File: src/sv/i2cbc_pkg.sv
// Package: shared types, constants and helpers for the I2C bus-clear sequencer.
`timescale 1ns / 1ps
package i2cbc_pkg;

  // Width of the phase timer
  localparam int TIMER_WIDTH = 16;
  localparam logic [31:0] TIMER_MAX = 32'((64'd1 << TIMER_WIDTH) - 64'd1);

  // Field and register widths
  localparam int HALF_W  = 16;
  localparam int PULSE_W = 5;
  localparam int STAT_W  = 2;
  localparam int CFG_IDX_W = 1;
  localparam int CFG_DATA_W = 16;

  // Register indexes
  localparam logic [CFG_IDX_W-1:0] CFG_HALF_PERIOD = 1'd0;
  localparam logic [CFG_IDX_W-1:0] CFG_MAX_PULSES  = 1'd1;

  // Register reset values
  localparam logic [HALF_W-1:0]  HALF_PERIOD_RST = 16'd5;
  localparam logic [PULSE_W-1:0] MAX_PULSES_RST  = 5'd16;

  // Status codes
  localparam logic [STAT_W-1:0] STATUS_NONE  = 2'd0;
  localparam logic [STAT_W-1:0] STATUS_STOP  = 2'd1;
  localparam logic [STAT_W-1:0] STATUS_ABORT = 2'd2;

  typedef enum logic [2:0] {
    PH_IDLE      = 3'd0,
    PH_CHECK     = 3'd1,
    PH_CLK_LOW   = 3'd2,
    PH_CLK_HIGH  = 3'd3,
    PH_STOP_LOW  = 3'd4,
    PH_STOP_HOLD = 3'd5,
    PH_STOP_TAIL = 3'd6
  } phase_t;

  typedef struct packed {
    phase_t                   phase;
    logic [TIMER_WIDTH-1:0]   timer;
    logic [PULSE_W-1:0]       count;
  } seq_state_t;

  typedef struct packed {
    logic               scl_release;
    logic               sda_release;
    logic               busy_res;
    logic               done_res;
    logic [STAT_W-1:0]  status;
    logic [PULSE_W-1:0] pulses_sent;
  } seq_res_t;

  // Half-period reload value: zero acts as one, saturate to the timer range
  function automatic logic [TIMER_WIDTH-1:0] timer_load(input logic [HALF_W-1:0] hp);
    logic [31:0] v;
    v = {{(32-HALF_W){1'b0}}, hp};
    if (v == 32'd0) v = 32'd1;
    if (v > TIMER_MAX) v = TIMER_MAX;
    return v[TIMER_WIDTH-1:0];
  endfunction

endpackage

File: src/sv/i2cbc_step.sv
// Next-state and result logic for one tick of the bus-clear sequence.
`timescale 1ns / 1ps
module i2cbc_step (
  input  i2cbc_pkg::seq_state_t             cur,
  input  logic                              start_req,
  input  logic                              scl_level,
  input  logic                              sda_level,
  input  logic [i2cbc_pkg::HALF_W-1:0]      half_period_ticks,
  input  logic [i2cbc_pkg::PULSE_W-1:0]     max_pulses,
  output i2cbc_pkg::seq_state_t             nxt,
  output i2cbc_pkg::seq_res_t               res
);
  import i2cbc_pkg::*;

  logic                   timed;
  logic [TIMER_WIDTH-1:0] timer_dec;
  logic                   expired;
  logic [TIMER_WIDTH-1:0] reload;
  logic                   more_pulse;
  logic                   done;
  logic [STAT_W-1:0]      status;

  // Timer counts down in the timed phases
  assign timed = (cur.phase == PH_CLK_LOW) || (cur.phase == PH_CLK_HIGH) ||
                 (cur.phase == PH_STOP_LOW) || (cur.phase == PH_STOP_HOLD) ||
                 (cur.phase == PH_STOP_TAIL);
  assign timer_dec = (timed && cur.timer != '0) ? cur.timer - 1'b1 : cur.timer;
  assign expired   = timed && (timer_dec == '0);
  assign reload    = timer_load(half_period_ticks);
  assign more_pulse = !sda_level && (cur.count < max_pulses);

  // Phase sequencing
  always_comb begin
    nxt       = cur;
    nxt.timer = timer_dec;
    done      = 1'b0;
    status    = STATUS_NONE;
    unique case (cur.phase)
      PH_IDLE: begin
        if (start_req) begin
          nxt.count = '0;
          nxt.phase = PH_CHECK;
          nxt.timer = '0;
        end
      end
      PH_CHECK: begin
        if (!scl_level) begin
          nxt.phase = PH_IDLE;
          nxt.timer = '0;
          done      = 1'b1;
          status    = STATUS_ABORT;
        end else if (more_pulse) begin
          nxt.count = cur.count + 1'b1;
          nxt.phase = PH_CLK_LOW;
          nxt.timer = reload;
        end else begin
          nxt.phase = PH_STOP_LOW;
          nxt.timer = reload;
        end
      end
      PH_CLK_LOW: begin
        if (expired) begin
          nxt.phase = PH_CLK_HIGH;
          nxt.timer = reload;
        end
      end
      PH_CLK_HIGH: begin
        if (expired) begin
          if (more_pulse) begin
            nxt.count = cur.count + 1'b1;
            nxt.phase = PH_CLK_LOW;
          end else begin
            nxt.phase = PH_STOP_LOW;
          end
          nxt.timer = reload;
        end
      end
      PH_STOP_LOW: begin
        if (expired) begin
          nxt.phase = PH_STOP_HOLD;
          nxt.timer = reload;
        end
      end
      PH_STOP_HOLD: begin
        if (expired) begin
          nxt.phase = PH_STOP_TAIL;
          nxt.timer = reload;
        end
      end
      PH_STOP_TAIL: begin
        if (expired) begin
          nxt.phase = PH_IDLE;
          nxt.timer = '0;
          done      = 1'b1;
          status    = STATUS_STOP;
        end
      end
      default: begin
        nxt.phase = PH_IDLE;
        nxt.timer = '0;
      end
    endcase
  end

  // Line drive and status view after the update
  assign res.scl_release = (nxt.phase != PH_CLK_LOW);
  assign res.sda_release = !((nxt.phase == PH_STOP_LOW) || (nxt.phase == PH_STOP_HOLD));
  assign res.busy_res    = (nxt.phase != PH_IDLE);
  assign res.done_res    = done;
  assign res.status      = status;
  assign res.pulses_sent = nxt.count;

endmodule

File: src/sv/i2c_bus_clear_sequencer_core.sv
// Top level of the I2C bus-clear sequencer: tick register, sequence state, result register.
//
// Usage: each input request is one time tick carrying start_req and the sampled
// SCL/SDA levels. Each accepted request yields exactly one result request with
// the line drive (scl/sda release), busy, done, status and the pulse count.
// Channels: in_* and out_* use valid/ready; cfg_* is a plain write port
// (index 0 half_period_ticks, index 1 max_pulses), which the user must write
// only while idle; the block itself does not enforce this. A request passes the
// tick register, then the result register. Throughput: one request per cycle while
// out_ready is high; the step logic between the two registers is a single pass per tick.
// Reset (rst_n low, synchronous): sequence idle, timer and pulse count zero,
// registers back to 5 ticks and 16 pulses, both pipeline stages empty.
// Receiver stall: the result register holds; the tick register still takes
// one more request, then in_ready drops until out_ready returns. The
// sequence advances only when a tick moves into the result register, so
// stalls never lose or repeat a tick.
`timescale 1ns / 1ps
module i2c_bus_clear_sequencer_core (
  input  logic                              clk,
  input  logic                              rst_n,
  input  logic                              in_valid,
  output logic                              in_ready,
  input  logic                              in_start_req,
  input  logic                              in_scl_level,
  input  logic                              in_sda_level,
  output logic                              out_valid,
  input  logic                              out_ready,
  output logic                              out_scl_release,
  output logic                              out_sda_release,
  output logic                              out_busy_res,
  output logic                              out_done_res,
  output logic [i2cbc_pkg::STAT_W-1:0]      out_status,
  output logic [i2cbc_pkg::PULSE_W-1:0]     out_pulses_sent,
  input  logic                              cfg_we,
  input  logic [i2cbc_pkg::CFG_IDX_W-1:0]   cfg_idx,
  input  logic [i2cbc_pkg::CFG_DATA_W-1:0]  cfg_wdata
);
  import i2cbc_pkg::*;

  logic               tick_vld_r;
  logic               tick_start_r;
  logic               tick_scl_r;
  logic               tick_sda_r;
  logic               out_vld_r;
  seq_res_t           res_r;
  seq_state_t         state_r;
  seq_state_t         state_nxt;
  seq_res_t           res_nxt;
  logic [HALF_W-1:0]  half_period_r;
  logic [PULSE_W-1:0] max_pulses_r;
  logic               advance;

  // A tick moves on when the result register is free or being drained
  assign advance  = tick_vld_r && (!out_vld_r || out_ready);
  assign in_ready = !tick_vld_r || advance;

  // Configuration registers
  always_ff @(posedge clk) begin
    if (!rst_n) begin
      half_period_r <= HALF_PERIOD_RST;
      max_pulses_r  <= MAX_PULSES_RST;
    end else if (cfg_we) begin
      unique case (cfg_idx)
        CFG_HALF_PERIOD: half_period_r <= cfg_wdata[HALF_W-1:0];
        CFG_MAX_PULSES:  max_pulses_r  <= cfg_wdata[PULSE_W-1:0];
        default: ;
      endcase
    end
  end

  // Tick register
  always_ff @(posedge clk) begin
    if (!rst_n) begin
      tick_vld_r <= 1'b0;
    end else if (in_ready) begin
      tick_vld_r <= in_valid;
    end
  end

  always_ff @(posedge clk) begin
    if (in_ready && in_valid) begin
      tick_start_r <= in_start_req;
      tick_scl_r   <= in_scl_level;
      tick_sda_r   <= in_sda_level;
    end
  end

  i2cbc_step u_step (
    .cur               (state_r),
    .start_req         (tick_start_r),
    .scl_level         (tick_scl_r),
    .sda_level         (tick_sda_r),
    .half_period_ticks (half_period_r),
    .max_pulses        (max_pulses_r),
    .nxt               (state_nxt),
    .res               (res_nxt)
  );

  // Sequence state
  always_ff @(posedge clk) begin
    if (!rst_n) begin
      state_r <= '{phase: PH_IDLE, timer: '0, count: '0};
    end else if (advance) begin
      state_r <= state_nxt;
    end
  end

  // Result register
  always_ff @(posedge clk) begin
    if (!rst_n) begin
      out_vld_r <= 1'b0;
    end else if (advance) begin
      out_vld_r <= 1'b1;
    end else if (out_ready) begin
      out_vld_r <= 1'b0;
    end
  end

  always_ff @(posedge clk) begin
    if (advance) begin
      res_r <= res_nxt;
    end
  end

  assign out_valid       = out_vld_r;
  assign out_scl_release = res_r.scl_release;
  assign out_sda_release = res_r.sda_release;
  assign out_busy_res    = res_r.busy_res;
  assign out_done_res    = res_r.done_res;
  assign out_status      = res_r.status;
  assign out_pulses_sent = res_r.pulses_sent;

endmodule

File: config.mk
export PLATFORM = sky130hd
export DESIGN_NAME = i2c_bus_clear_sequencer_core
export DESIGN_NICKNAME = d
export VERILOG_FILES = /design/src/sv/i2cbc_pkg.sv /design/src/sv/i2cbc_step.sv /design/src/sv/i2c_bus_clear_sequencer_core.sv
export SDC_FILE = /design/constraint.sdc
export NUM_CORES = 1
export LEC_CHECK = 0
export BUFFER_PORTS_ARGS = -buffer_cell sky130_fd_sc_hd__buf_2
export CORE_MARGIN = 4
export CORE_UTILIZATION = 55
export CTS_BUF_LIST = sky130_fd_sc_hd__clkbuf_16
export DETAILED_ROUTE_END_ITERATION = 12
export GPL_TIMING_DRIVEN = 0
export PLACE_DENSITY = 0.77
export SYNTH_ARGS = -nofsm -noshare
export SYNTH_HDL_FRONTEND = slang
export SYNTH_SLANG_ARGS = --single-unit
File: constraint.sdc
create_clock -name clk -period 2.95 [get_ports clk]
set_clock_uncertainty 0.05 [all_clocks]
set_input_delay 0.295 -clock clk [delete_from_list [all_inputs] [get_ports clk]]
set_output_delay 0.295 -clock clk [all_outputs]
set_load 0.02 [all_outputs]
# [Word-level counts from Yosys, hierarchy flattened]
# Cells that the tools add are included.
[totals] rom_bits=0 latch_bits=0 input_bits=25 regBits=61 ram_bits=0 n_memories=0
[op_classes] shift=0 n_reduce_logical=24 magnitude_cmp=2 eq_ne=9 addsub=2 n_bitwise=1 div=0 mul=0 muxes=24
[ops] cell="$pmux W19 S7" n=1
[ops] cell="$mux W19" n=6
[ops] cell="$mux W16" n=3
[ops] cell="$mux W24" n=2
[ops] cell="$logic_not A16 Y1" n=2
[ops] cell="$gt A16 B16 Y1 const B" n=1
[ops] cell="$reduce_bool A16 Y1" n=1
[ops] cell="$sub A16 B1 Y16 const B" n=1
[ops] cell="$eq A3 B3 Y1 const B" n=5
[ops] cell="$pmux W5 S3" n=1
[ops] cell="$mux W5" n=2
[ops] cell="$logic_or A1 B1 Y1" n=7
[ops] cell="$eq A3 B2 Y1 const B" n=2
[ops] cell="$add A5 B1 Y5 const B" n=1
[ops] cell="$logic_and A1 B1 Y1" n=5
[ops] cell="$lt A5 B5 Y1" n=1
[ops] cell="$mux W1" n=5
[ops] cell="$logic_not A1 Y1" n=4
[ops] cell="$pmux W2 S2" n=1
[ops] cell="$reduce_and A2 Y1" n=2
[ops] cell="$eq A3 B1 Y1 const B" n=1
[ops] cell="$logic_not A3 Y1" n=1
[ops] cell="$mux W3" n=1
[ops] cell="$ne A3 B2 Y1 const B" n=1
[ops] cell="5 further kinds" n=5

# [Longest topological paths before layout]
# Gate-level depths: netlist (run 1).
[depth] word_depth=14 depth_mapped=10

# [Hierarchy]
# Synthesis (run 1) repeated with hierarchy kept, for this count alone.
[hier_totals] cells_unflattened=433 area_unflattened_um2=3762.4
[by_module_without_submodules] mod="i2c_bus_clear_sequencer_core" cells_each=221 n_inst=1 seq_area_each_um2=1361.3 area_per_inst_um2=2290.9
[by_module_without_submodules] mod="i2cbc_step" cells_each=212 n_inst=1 seq_area_each_um2=0.0 area_per_inst_um2=1471.4

# [Worst setup path before layout (run 1)]
# No wires, ideal clock.
[synth_timing] kind="register to register" start="reg state_r[16] (netlist name)" end="reg res_r, in the netlist out_busy_res, data pin" t_required_ns=2.640 path_slack_ns=0.561 synth_period_minus_slack_ns=2.389 stages_incl_launch_ff=8 t_arrival_ns=2.079 cell_sequence="dfxtp_1 or4_4 nor4_4 o211a_1 o22ai_1 a211o_1 a211oi_2 nand2_1"
[synth_rtl] item="start: declaration" line="i2c_bus_clear_sequencer_core.sv:46" text="seq_state_t state_r;"
[synth_rtl] item="start signal: assignment" line="i2c_bus_clear_sequencer_core.sv:102" text="state_r <= '{phase: PH_IDLE, timer: '0, count: '0};"
[synth_rtl] item="start signal: assignment" line="i2c_bus_clear_sequencer_core.sv:104" text="state_r <= state_nxt;"
[synth_rtl] item="end signal: assignment" line="i2c_bus_clear_sequencer_core.sv:121" text="res_r <= res_nxt;"
[synth_rtl] item="end: declaration" line="i2c_bus_clear_sequencer_core.sv:45" text="seq_res_t res_r;"

==> metrics, run 1 <==
most numerous cell in the Yosys netlist nand2_1; startpoint types register; FF+latch count, synth between 60 and 70; worst-path maximum fanout 10; FF-to-FF setup slack 0.21 ns; Max-Cap Viols 0; die area 7658 um2; post-synth top area cell dfxtp_1; core area ~6000 um2; Detail Placement HPWL 6318 um; Seq/Total Area, Yosys 39.15%; Tot GR Track Use between 20% and 30%; total CTS buffers 9; Worst Path Buf+Inv 1; syn avg cell area 8.201 um2; Post-synth EDFFs 14; Initial Util 57.70%; crit path kind reg2reg; Sink Count 61; global-route wire length before repair ~14000 um; Max Clk Rate between 300 and 400 MHz; crit end category register; Root Driver clkbuf_16; Worst Tran Pin Value 0.8192 ns; CTS tree built; Cells after Synth around 420; Pins Over Slew Limit 0; hold endpoint tick_start_r; CP max stage delay about 0.47 ns; Lkg Pwr 1.590 nW; ys async rst share 0%; worst-case reg-to-reg path depth 8; CP Launch Point state_r[2]; Routed Antenna Nets 0; CP Cell Sequence ha_1, a21o_1, a31o_2, a31oi_2, buf_2, a31oi_1, a211oi_2, a21oi_1; initial antenna violation count 0; nets@finish 503; Area contributors post-synth dfxtp_1, edfxtp_1, nand2_1; Top FF cell, synth dfxtp_1; final worst path period share between 90% and 100%; YS warnings 0; Worst EP arrival between 2 and 3 ns; gpl congestion about 0.95; 1st-pass router iterations 5; FF-to-FF End out_pulses_sent[0]; # Post-CTS Setup Buffers 0; P&R area growth vs syn 16.48%; Worst path slowest cell a31oi_2; Post-Route WL 8666 um; I/O Buffers 37; Post-synth top cells nand2_1, dfxtp_1, nor2_1; worst r2r src state_r[2]; vias in the first global route between 3000 and 4000; RSZ-0062 raised after global routing false; Worst EP required between 2 and 3 ns; post-synth top area share about 27%; I/O pin cnt 38; family with the most delay on the worst path compound AO/OA/AOI/OAI gates; status complete, no violations; clk slew on worst S/H paths 0.05 ns; Post-Route Utilization about two thirds; Hold Path Cell Cnt 1; pwr/cell area about 550 nW/um2; clk buf depth 2; Remaining Overflow, GRT 0; Hold Path Class in2reg; Wirelength per Cell about 16 um; chip width 87.51 um; largest net degree at the start of global routing 21; PostCTS Resize Cnt 0; vias between 3000 and 4000; Die H between 80 and 90 um; DRC 0; cell row count 28; htree depth 3; slew margin rel. 44.64%; Max VDD drop 0.0003753 V; Synth cell types between 60 and 70; DR vias/cell between 6 and 7; Post-CTS Hold Fix Bufs 0; Worst Min Path Start in_start_req; layout cell share with drive strength beyond 1 15.51%; Final setup viols 0; min Tclk post-route around 2.7 ns; final hold vios 0; synthesized cell area 3477 um2; clock latency on the worst-skew pair approximately 0.33 ns; initial DRC count 358; total nets after synthesis approximately 460; setup TNS 0 ns; diodes inserted 0
layout by cell type, fill, tap and decap left out, types with 4 or more instances in the layout:
master and n:
clkbuf_16 10, a21boi_0 19, buf_2 40, clkbuf_1 16, a21oi_1 18, o21ai_0 15
nand2_1 69, o211ai_1 6, edfxtp_1 14, or4_1 5, a21o_1 4, a31oi_1 9
inv_1 10, nand2b_1 6, nand3_1 17, or3_1 5, and3_1 7, nor2b_1 7
nor2_1 34, nor3_1 18, o21ai_1 12, a22oi_1 7, nor4_1 6, ha_1 6
dfxtp_1 47
metal layers:
metal | track usage, % | share of wire, % | vias up
met3 | 5.014 | 8.7 | 27
met2 | 36.37 | 44 | 166
li1 | - | - | 1666
met4 | 11.16 | 2.5 | 0
met5 | 0 | 0 | -
met1 | 33.39 | 45 | 1554
kinds of logic after synthesis:
kind of cell	count (synthesis)	share of synthesized area [%]
mux	3	0.8996
flops	61	39.15
xor+xnor	5	1.260
fa+ha+maj	6	2.159
compound gates	125	25.44
simple gates	192	27.20
buf+inv	32	3.886
registers in the layout, indices dropped and copies added, names as in the netlist, 2 cells and up:
name / cells
max_pulses_r: 5
out_pulses_sent: 5
half_period_r: 16
out_status: 2
state_r: 24
power by group:
part / leakage, nW / internal (mW) / switching (mW) / total [mW]
clock: 0.141 / 0.622 / 0.400 / 1.02
combinational: 0.936 / 0.107 / 0.187 / 0.294
sequential: 0.514 / 0.887 / 0.0233 / 0.910
total: 1.59 / 1.62 / 0.610 / 2.23
worst max path at each step:
stage,to,slack (ns),cells past startpoint
2_1_floorplan,out_busy_res,0.56,7
3_3_place_gp,state_r[6],0.36,11
3_5_place_dp,out_pulses_sent[0],0.29,8
4_1_cts,out_pulses_sent[0],0.28,8
5_1_grt,out_pulses_sent[1],0.06,7
6_report,out_pulses_sent[0],0.21,8
layout make-up:
cell class,instances,area (um2)
Buffer,22,97.59
Clock buffer,10,250.2
Clock inverter,6,43.79
Fill cell,531,1976
Inverter,10,37.54
Multi-Input combinational cell,331,1981
Sequential cell,61,1361
Tap cell,75,93.84
Timing Repair Buffer,37,185.2
per-stage QoR:
| stage | worst slack, ns | total power [mW] | area (um2) | std cells | hold slack (ns) |
|---|---|---|---|---|---|
| after floorplan | 0.5611 | 1.130 | 3477 | 424 | 0.3439 |
| after global placement | 0.3619 | 1.210 | 3756 | 536 | 0.4087 |
| after detailed placement | 0.2882 | 1.216 | 3756 | 536 | 0.4095 |
| after CTS | 0.2826 | 2.229 | 4050 | 552 | 0.08124 |
| after global routing | 0.06008 | 2.317 | 4050 | 552 | 0.07734 |
| final | 0.2056 | 2.226 | 4050 | 552 | 0.08468 |
Note: power is estimated with default switching activity, not from simulation.
==> run 2, diff against run 1 <==
--- a/config.mk
+++ b/config.mk
@@ -6,6 +6,7 @@
 export NUM_CORES = 1
 export LEC_CHECK = 0
 export BUFFER_PORTS_ARGS = -buffer_cell sky130_fd_sc_hd__buf_2
+export CORE_ASPECT_RATIO = 0.7
 export CORE_MARGIN = 4
 export CORE_UTILIZATION = 55
 export CTS_BUF_LIST = sky130_fd_sc_hd__clkbuf_16
==> run 2 against run 1 <==
  * Utilization up 1.2 points
  * Combinational power increased by 3%
  * Critical endpoint unchanged
  * Register-to-register slack about the same
  * Via count up 1.3%
  * Global-route usage grew 1.5 points
  * Count of clock-buffer cells in the layout unchanged
  * Worst setup slack gained 0.0096 ns
==> metrics, run 2 (same netlist as run 1, synthesis figures left out) <==
Final setup viols 0 (unchanged); Initial Util 58.65% (was 57.70%); startpoint types register (unchanged); P_int 1.626 mW (was 1.616 mW); # Post-CTS Setup Buffers 0 (unchanged); commonest non-fill, non-tap cells in the layout nand2_1, dfxtp_1, buf_2 (unchanged); vias 3459 (was 3413); Wirelength per Cell 16.77 um (was 15.70 um); Worst EP arrival 2.75 ns (was 2.76 ns); Die H 74.53 um (was 87.51 um); initial antenna violation count 0 (unchanged); combinational share of power 13.4% (was 13.2%); die area 7679 um2 (was 7658 um2); Largest regs state_r: 24 flops, half_period_r: 16 flops (unchanged); clk buf depth 2 (unchanged); final hold vios 0 (unchanged); Max-Cap Viols 0 (unchanged); htree depth 3 (unchanged); nets@finish 503 (unchanged); clk slew on worst S/H paths 0.06 ns (was 0.05 ns); Tot GR Track Use 25.70% (was 24.21%); FF-to-FF End out_pulses_sent[0] (unchanged); final worst path period share 92.70% (was 93.03%); Max Clk Rate 365.7 MHz (was 364.4 MHz); met3 usage 7.029% (was 5.014%); vias in the first global route 3014 (was 3062); Routed Antenna Nets 0 (unchanged); # fillers 499 (was 531); Seq pwr share 40.5% (was 40.9%); gpl congestion 0.9668 (was 0.9506); layout cell share with drive strength beyond 1 15.51% (unchanged); Detail Placement HPWL 6705 um (was 6318 um); clock network power share 46.1% (was 45.9%); FF-to-FF setup slack 0.22 ns (was 0.21 ns); Most flops, register state_r (unchanged); CP Launch Point state_r[2] (unchanged); Hold Path Class in2reg (unchanged); critical path capture point out_pulses_sent[0] (unchanged); crit path kind reg2reg (unchanged); Max VDD drop 0.0003558 V (was 0.0003753 V); DR vias/cell 6.266 (was 6.183); Pins Over Slew Limit 0 (unchanged); Post-Route WL 9258 um (was 8666 um); cell row count 23 (was 28); post-route cell area 4056 um2 (was 4050 um2); diodes inserted 0 (unchanged); worst-case reg-to-reg path depth 8 (unchanged); Remaining Overflow, GRT 0 (unchanged); Post-CTS Hold Fix Bufs 0 (unchanged); global-route wire length before repair 15220 um (was 14490 um); DP Area 3756 um2 (unchanged); largest net degree at the start of global routing 21 (unchanged); max reg flops 24 (unchanged); total CTS buffers 9 (unchanged); Lkg Pwr 1.597 nW (was 1.590 nW); Worst Tran Pin Value 0.8127 ns (was 0.8192 ns); clock latency on the worst-skew pair 0.33 ns (about the same); initial DRC count 361 (was 358); FF+latch area 1361 um2 (unchanged); Net Switching 626.5 uW (was 610.0 uW); Multi-input gate area 1981 um2 (unchanged); met2 Use GR 35.11% (was 36.37%); PostCTS Resize Cnt 0 (unchanged); chip width 103.0 um (was 87.51 um); DRC 0 (unchanged); I/O Buffers 37 (unchanged); Worst EP required 2.96 ns (about the same); busiest metal layer after global routing met1 (was met2); worst r2r src state_r[2] (unchanged); slew margin rel. 45.08% (was 44.64%); crit end category register (unchanged); RSZ-0062 raised after global routing false (unchanged); 1st-pass router iterations 5 (unchanged); CTS tree built (unchanged); Root Driver clkbuf_16 (unchanged); setup TNS 0 ns (unchanged); I/O pin cnt 38 (unchanged); status complete, no violations (unchanged); switching share of power 27.82% (was 27.41%); worst-path maximum fanout 10 (unchanged); pwr/cell area 555.2 nW/um2 (was 549.5 nW/um2); P&R area growth vs syn 16.66% (was 16.48%); min Tclk post-route 2.735 ns (was 2.744 ns); most common cell after layout, fill and taps aside nand2_1 (unchanged); met1 Usage GRT 39.15% (was 33.39%); core area 5928 um2 (was 6026 um2); Sink Count 61 (unchanged)
-- run 2: changes by cell type in the layout (fill, tap and decap cells not counted), sizes merged --
cell,previous run,this run
inv,12,14
clkinvlp,2,1
clkinv,2,1
-- run 2: cell type report --
type / count / share of cell area (%)
clock buffers: 10 / 6.169
inverters: 10 / 0.9254
plain buffers: 22 / 2.406
flip-flops and latches: 61 / 33.56
repair buffers: 37 / 4.565
well taps: 75 / 2.313
multi-input cells: 331 / 48.83
clock inverters: 6 / 1.234
-- run 2: power by group through the flow --
| stage | sequential (mW) | combinational (mW) | clock, mW |
|---|---|---|---|
| 3_5_place_dp | 0.928 | 0.293 | 0 |
| 6_report | 0.912 | 0.302 | 1.04 |
| 3_3_place_gp | 0.927 | 0.287 | 0 |
| 5_1_grt | 0.914 | 0.332 | 1.09 |
| 4_1_cts | 0.910 | 0.295 | 1.05 |
| 2_1_floorplan | 0.929 | 0.201 | 0 |
-- run 2: how the worst min path moves through the flow --
stage	from	to	slack, ns	cells after the start
after floorplan	in_scl_level	tick_scl_r	0.34	0
after global routing	in_sda_level	tick_sda_r	0.08	1
after detailed placement	max_pulses_r[2]	max_pulses_r[2]	0.41	2
final	in_start_req	tick_start_r	0.09	1
after global placement	max_pulses_r[2]	max_pulses_r[2]	0.41	2
after CTS	in_start_req	tick_start_r	0.09	1
-- run 2: critical path, stage by stage (launching register included) --
cell and delay (ns):
dfxtp_1 0.46, ha_1 0.31, a21o_1 0.16, a31o_2 0.21, a31oi_2 0.46, buf_2 0.31
a31oi_1 0.13, a211oi_2 0.25, a21oi_1 0.12
-- run 2: stage by stage --
step	power, mW	cells	worst slack [ns]	util [%]	hold WS (ns)
after floorplan	1.130	424	0.5611	-	0.3439
after global placement	1.214	536	0.3133	63.36	0.4073
after detailed placement	1.221	536	0.2861	63.36	0.4104
after CTS	2.252	552	0.2703	68.43	0.08509
after global routing	2.335	552	0.01685	68.43	0.08430
final	2.252	552	0.2152	68.43	0.08731
-- run 2: routing by layer --
metal	vias up	wire (um)
li1	1661	-
met1	1582	4389
met2	201	3742
met3	15	995
met4	0	130
met5	-	0
